===== src/hdl/fmul_pkg.sv =====
package fmul_pkg;

    localparam int unsigned BIAS      = 127;
    localparam int unsigned EXP_MAX   = 255;
    localparam int unsigned MANT_BITS = 24;
    localparam int unsigned PROD_TOP  = 47;

    typedef enum logic [2:0] {
        EXC_NONE      = 3'd0,
        EXC_INVALID   = 3'd1,
        EXC_DENORMAL  = 3'd2,
        EXC_MIX       = 3'd3,
        EXC_OVERFLOW  = 3'd4,
        EXC_UNDERFLOW = 3'd5
    } exc_t;

    // word carried from cell to cell
    typedef struct packed {
        logic        sign;
        logic        special;
        exc_t        exc;
        logic [31:0] spec_word;
        logic [9:0]  exp;
        logic [23:0] ma;
        logic [23:0] mb;
        logic [47:0] prod;
    } fmul_word_t;

endpackage


===== src/hdl/fmul_cell.sv =====
module fmul_cell #(
    parameter int unsigned STAGE = 0
) (
    input  logic               clk,
    input  logic               rst_n,
    input  logic               en,
    input  logic               vin,
    input  fmul_pkg::fmul_word_t win,
    output logic               vout,
    output fmul_pkg::fmul_word_t wout
);

    fmul_pkg::fmul_word_t w_next;
    fmul_pkg::fmul_word_t w_reg;
    logic                 v_reg;
    logic [35:0]          part;
    logic [47:0]          p;
    logic [9:0]           e;
    logic [24:0]          mant;
    logic                 rnd;
    logic                 rz;
    logic                 uf;

    always_comb
    begin
        w_next = win;
        part   = '0;
        p      = win.prod;
        e      = win.exp;
        mant   = '0;
        rnd    = 1'b0;
        rz     = 1'b0;
        uf     = 1'b0;
        case (STAGE)
            0:
            begin
                part        = win.ma[11:0] * win.mb;
                w_next.prod = {12'd0, part};
            end
            1:
            begin
                part        = win.ma[23:12] * win.mb;
                w_next.prod = win.prod + {part, 12'd0};
            end
            default:
            begin
                if (p[fmul_pkg::PROD_TOP])
                begin
                    e = e + 10'd1;
                    p = p >> 1;
                end
                // underflow is decided before rounding
                uf   = ($signed(e) <= 0);
                mant = p[47:23];
                rz   = (p[21:0] == 22'd0);
                rnd  = p[22] & (p[23] | ~rz);
                mant = mant + {24'd0, rnd};
                if (mant[fmul_pkg::MANT_BITS])
                begin
                    mant = mant >> 1;
                    e    = e + 10'd1;
                end
                if (!win.special)
                begin
                    if ($signed(e) >= $signed(10'(fmul_pkg::EXP_MAX)))
                    begin
                        w_next.exc       = fmul_pkg::EXC_OVERFLOW;
                        w_next.spec_word = '0;
                    end
                    else if (uf)
                    begin
                        w_next.exc       = fmul_pkg::EXC_UNDERFLOW;
                        w_next.spec_word = '0;
                    end
                    else
                    begin
                        w_next.exc       = fmul_pkg::EXC_NONE;
                        w_next.spec_word = {win.sign, e[7:0], mant[22:0]};
                    end
                end
            end
        endcase
    end

    always_ff @(posedge clk or negedge rst_n)
    begin
        if (!rst_n)
            v_reg <= 1'b0;
        else if (en)
            v_reg <= vin;
    end

    always_ff @(posedge clk)
    begin
        if (en)
            w_reg <= w_next;
    end

    assign vout = v_reg;
    assign wout = w_reg;

endmodule


===== src/hdl/float32_multiplier_with_exceptions_unit.sv =====
// channel | dir | tdata (low bit up)              | tuser
// s_axis  | in  | operand_a[31:0], operand_b[31:0] | -
// m_axis  | out | product[31:0]                    | exception_code[2:0]
// one word per cycle unless the output stalls; the path runs through three cells
// (two 12x24 partial products, then normalize and round)
// the whole chain advances when the output register is empty or being read
// reset clears the valid bits only
module float32_multiplier_with_exceptions_unit (
    input  logic        clk,
    input  logic        rst_n,
    input  logic        s_axis_tvalid,
    output logic        s_axis_tready,
    input  logic [63:0] s_axis_tdata,   // operand_a, operand_b
    output logic        m_axis_tvalid,
    input  logic        m_axis_tready,
    output logic [31:0] m_axis_tdata,   // product
    output logic [2:0]  m_axis_tuser    // exception_code
);

    localparam int unsigned NCELL = 3;

    fmul_pkg::fmul_word_t w [NCELL+1];
    logic                 v [NCELL+1];
    fmul_pkg::fmul_word_t w_in;
    logic                 en;
    logic [31:0]          a;
    logic [31:0]          b;
    logic [7:0]           ea, eb;
    logic                 za, zb, xa, xb, fz, sg;

    assign en            = ~m_axis_tvalid | m_axis_tready;
    assign s_axis_tready = en;
    assign a  = s_axis_tdata[31:0];
    assign b  = s_axis_tdata[63:32];
    assign ea = a[30:23];
    assign eb = b[30:23];
    assign za = (ea == 8'd0);
    assign zb = (eb == 8'd0);
    assign xa = (ea == 8'hff);
    assign xb = (eb == 8'hff);
    assign fz = (a[22:0] == 23'd0) && (b[22:0] == 23'd0);
    assign sg = a[31] ^ b[31];

    always_comb
    begin
        w_in         = '0;
        w_in.sign    = sg;
        w_in.special = 1'b1;
        w_in.ma      = {1'b1, a[22:0]};
        w_in.mb      = {1'b1, b[22:0]};
        w_in.exp     = {2'b00, ea} + {2'b00, eb} - 10'(fmul_pkg::BIAS);
        w_in.exc     = fmul_pkg::EXC_NONE;
        if ((za && zb) || ((za || zb) && !xa && !xb))
        begin
            w_in.exc       = fz ? fmul_pkg::EXC_NONE : fmul_pkg::EXC_DENORMAL;
            w_in.spec_word = fz ? {sg, 31'd0} : 32'd0;
        end
        else if ((xa && xb) || ((xa || xb) && !za && !zb))
        begin
            w_in.exc       = fz ? fmul_pkg::EXC_NONE : fmul_pkg::EXC_INVALID;
            w_in.spec_word = fz ? {sg, 8'hff, 23'd0} : 32'd0;
        end
        else if ((za && xb) || (xa && zb))
        begin
            w_in.exc = fz ? fmul_pkg::EXC_INVALID : fmul_pkg::EXC_MIX;
        end
        else
        begin
            w_in.special = 1'b0;
        end
    end

    assign w[0] = w_in;
    assign v[0] = s_axis_tvalid;

    for (genvar i = 0; i < NCELL; i++)
    begin : g_cell
        fmul_cell #(.STAGE(i)) u_cell (
            .clk  (clk),
            .rst_n(rst_n),
            .en   (en),
            .vin  (v[i]),
            .win  (w[i]),
            .vout (v[i+1]),
            .wout (w[i+1])
        );
    end

    assign m_axis_tvalid = v[NCELL];
    assign m_axis_tdata  = w[NCELL].spec_word;
    assign m_axis_tuser  = w[NCELL].exc;

    a_exc_zero: assert property (@(posedge clk) disable iff (!rst_n)
        m_axis_tvalid && (m_axis_tuser != fmul_pkg::EXC_NONE) |-> m_axis_tdata == 32'd0)
        else $error("exception with nonzero product");
    a_code_range: assert property (@(posedge clk) disable iff (!rst_n)
        m_axis_tvalid |-> m_axis_tuser <= 3'd5)
        else $error("bad exception code");
    a_ready: assert property (@(posedge clk) disable iff (!rst_n)
        s_axis_tready == (!m_axis_tvalid || m_axis_tready))
        else $error("input ready does not follow output state");
    a_hold: assert property (@(posedge clk) disable iff (!rst_n)
        m_axis_tvalid && !m_axis_tready |=>
            m_axis_tvalid && $stable(m_axis_tdata) && $stable(m_axis_tuser))
        else $error("output word dropped while stalled");

endmodule

===== config.mk =====
export PLATFORM = sky130hd
export DESIGN_NAME = float32_multiplier_with_exceptions_unit
export DESIGN_NICKNAME = d
export VERILOG_FILES = /design/src/hdl/fmul_pkg.sv /design/src/hdl/fmul_cell.sv /design/src/hdl/float32_multiplier_with_exceptions_unit.sv
export SDC_FILE = /design/constraint.sdc
export NUM_CORES = 2
export LEC_CHECK = 0
export BUFFER_PORTS_ARGS = -buffer_cell sky130_fd_sc_hd__buf_2
export CAP_MARGIN = 20
export CORE_AREA = 2 2 246 248
export CTS_CLUSTER_DIAMETER = 100
export DETAILED_ROUTE_END_ITERATION = 10
export DIE_AREA = 0 0 248 250
export GPL_ROUTABILITY_DRIVEN = 0
export PLACE_DENSITY = 0.78
export SYNTH_ARGS = -nofsm -noshare
export SYNTH_HDL_FRONTEND = slang
export SYNTH_HIERARCHICAL = 1
export SYNTH_SLANG_ARGS = --single-unit

===== constraint.sdc =====
create_clock -name clk -period 22.7 [get_ports clk]
set_input_delay 2.27 -clock clk [delete_from_list [all_inputs] [get_ports clk]]
set_output_delay 2.27 -clock clk [all_outputs]
set_load 0.02 [all_outputs]

==> out/results.ini <==
[grt]
grt_max_degree=81
first_global_vias=22780
grt_pass1_wl_um=118300
overflow=0
antenna_found_initial=1
grt_usage_pct=23.80

[clock_network]
clkLatencyLatePin_ps=580
cts_buffers=28
clk_pin_slew_ps=60
cts_buffer_depth=3
cts_tree=yes
cts-root-buf=clkbuf_16
h-tree-depth=1
cts_resized=0
cts.sinks=252
cts_setup_buffers=0
cts_hold_buf=0

[sta]
slew_violations=0
finalHoldViolations=0
setup_violations=0
fin_worst_skew_ps=20.44
fin_setup_tns_ps=0
tightest_slew_ps=1040
max_freq_ghz=0.1203
finalCritPeriodShare_pct=36.63
fin_crit_ps=8316
relSlewSlack_pct=30.67
rsz0062_at_grt=false

[run]
cap_violations=0

[worst_setup_path]
cp_data_arrival_time_ps=8630
cp.required_ps=23020
cp-end-kind=flip-flop
worstSetupPathType=flip-flop to flip-flop
cp_max_fo=24
start_kind=flip-flop

[drt]
drc=0
drt_wl_total_um=71250
vias_per_cell=5.542
drtPass1Iterations=8
ant_nets=0
via_count=22200
post_drt_wl_per_cell_um=17.78
drt-initial-drc-count=1822

[floorplanning]
die_y_um=250
initial_core_util_pct=51.69
core_area_mm2=0.05957
die_w_um=248
io-pin-count=105
dieArea_mm2=0.06200
rows=90

[placed_design]
placed_cell_area_mm2=0.03181
port-buffer-count=104
hpwl_um=54800

[synth]
avgSynthCellArea_um2=9.662
synthCells=3187
yosysWarnings=6
syn_area_mm2=0.03079

[finish]
drive_above_1_share_pct=6.361
nets=3917
final_cell_area_mm2=0.03269
syn_to_final_growth_pct=6.160

[outcome]
status=complete, no violations

[hold_path]
hold_class=flip-flop to flip-flop

==> worst paths after layout <==
kind                            slack (ps)  cells after the start                       start                    endpoint
worst max-delay path                 14380                     27   g_cell[0].u_cell/wout[88]   g_cell[1].u_cell/wout[45]
worst min-delay path                   420                      0  g_cell[0].u_cell/wout[118]  g_cell[1].u_cell/wout[118]
worst max register to register       14380                     27   g_cell[0].u_cell/wout[88]   g_cell[1].u_cell/wout[45]
worst min register to register         420                      0  g_cell[0].u_cell/wout[118]  g_cell[1].u_cell/wout[118]
max in group asynchronous            21110                      1                       rst_n       g_cell[2].u_cell/vout
min in group asynchronous             1490                      1                       rst_n       g_cell[1].u_cell/vout
==> flip-flops by register name, summed over array words and instances, names as in the netlist <==
| register | flops |
|---|---|
| g_cell.u_cell/wout | 249 |
| g_cell.u_cell/vout | 3 |
==> routing by layer <==
layer / vias up / part of all wire [%] / global-route usage, %
met5: - / 0 / 0
met4: 0 / 3.0 / 6.792
met3: 140 / 8.5 / 4.689
met2: 1022 / 47 / 38.69
met1: 10860 / 41 / 32.39
li1: 10180 / - / -
==> placed cells by master, fill, tap and decap left out, types with 38 or more instances in the layout <==
master	count
inv_1	552
nand2_1	549
fa_1	442
edfxtp_1	249
ha_1	205
and2_1	170
a21oi_1	114
buf_2	104
xnor2_1	99
nor2_1	77
a21o_1	56
xor2_1	56
o21ai_0	55
conb_1	41
nand4_1	38
==> area by class of cell <==
type | count | area [um^2]
fill | 5115 | 26880
tap | 782 | 978.4
inverter | 552 | 2072
timing repair buffer | 113 | 588.1
clock buffer | 34 | 723.2
sequential | 252 | 7552
antenna | 1 | 2.502
clock inverter | 17 | 156.4
multi-input combinational | 2255 | 20620
==> critical path, cell delays in order, from the launching register on <==
cell       delay [ps]
edfxtp_1          990
nand2_1           190
fa_1              530
fa_1              520
inv_1              70
fa_1              510
fa_1              490
inv_1              50
fa_1              470
inv_1              40
ha_1              410
nand4_1           120
nor2_1            110
o21ai_0           160
a22o_1            280
o31ai_1           610
a31oi_1           300
mux2i_1           220
o2111ai_1         200
ha_1              390
and3_1            210
nand3_1           120
inv_1              70
nand4_1           110
o21ai_0           120
or4b_4            510
a21oi_2           160
xnor2_1            70
==> per-stage QoR <==
stage               worst slack [ps]  instances  utilization, %  hold slack (ps)
floorplan                      11990       3225               -            400.3
global placement               14710       3954           53.40            400.1
detailed placement             14610       3954           53.40            404.5
CTS                            14570       4005           54.87            417.2
global route                   14050       4006           54.88            416.7
finish                         14380       4006           54.88            417.3
Power is left out: the tool's default activity adds up to more than one toggle a clock period on the data nets, which glitch-free logic cannot reach.
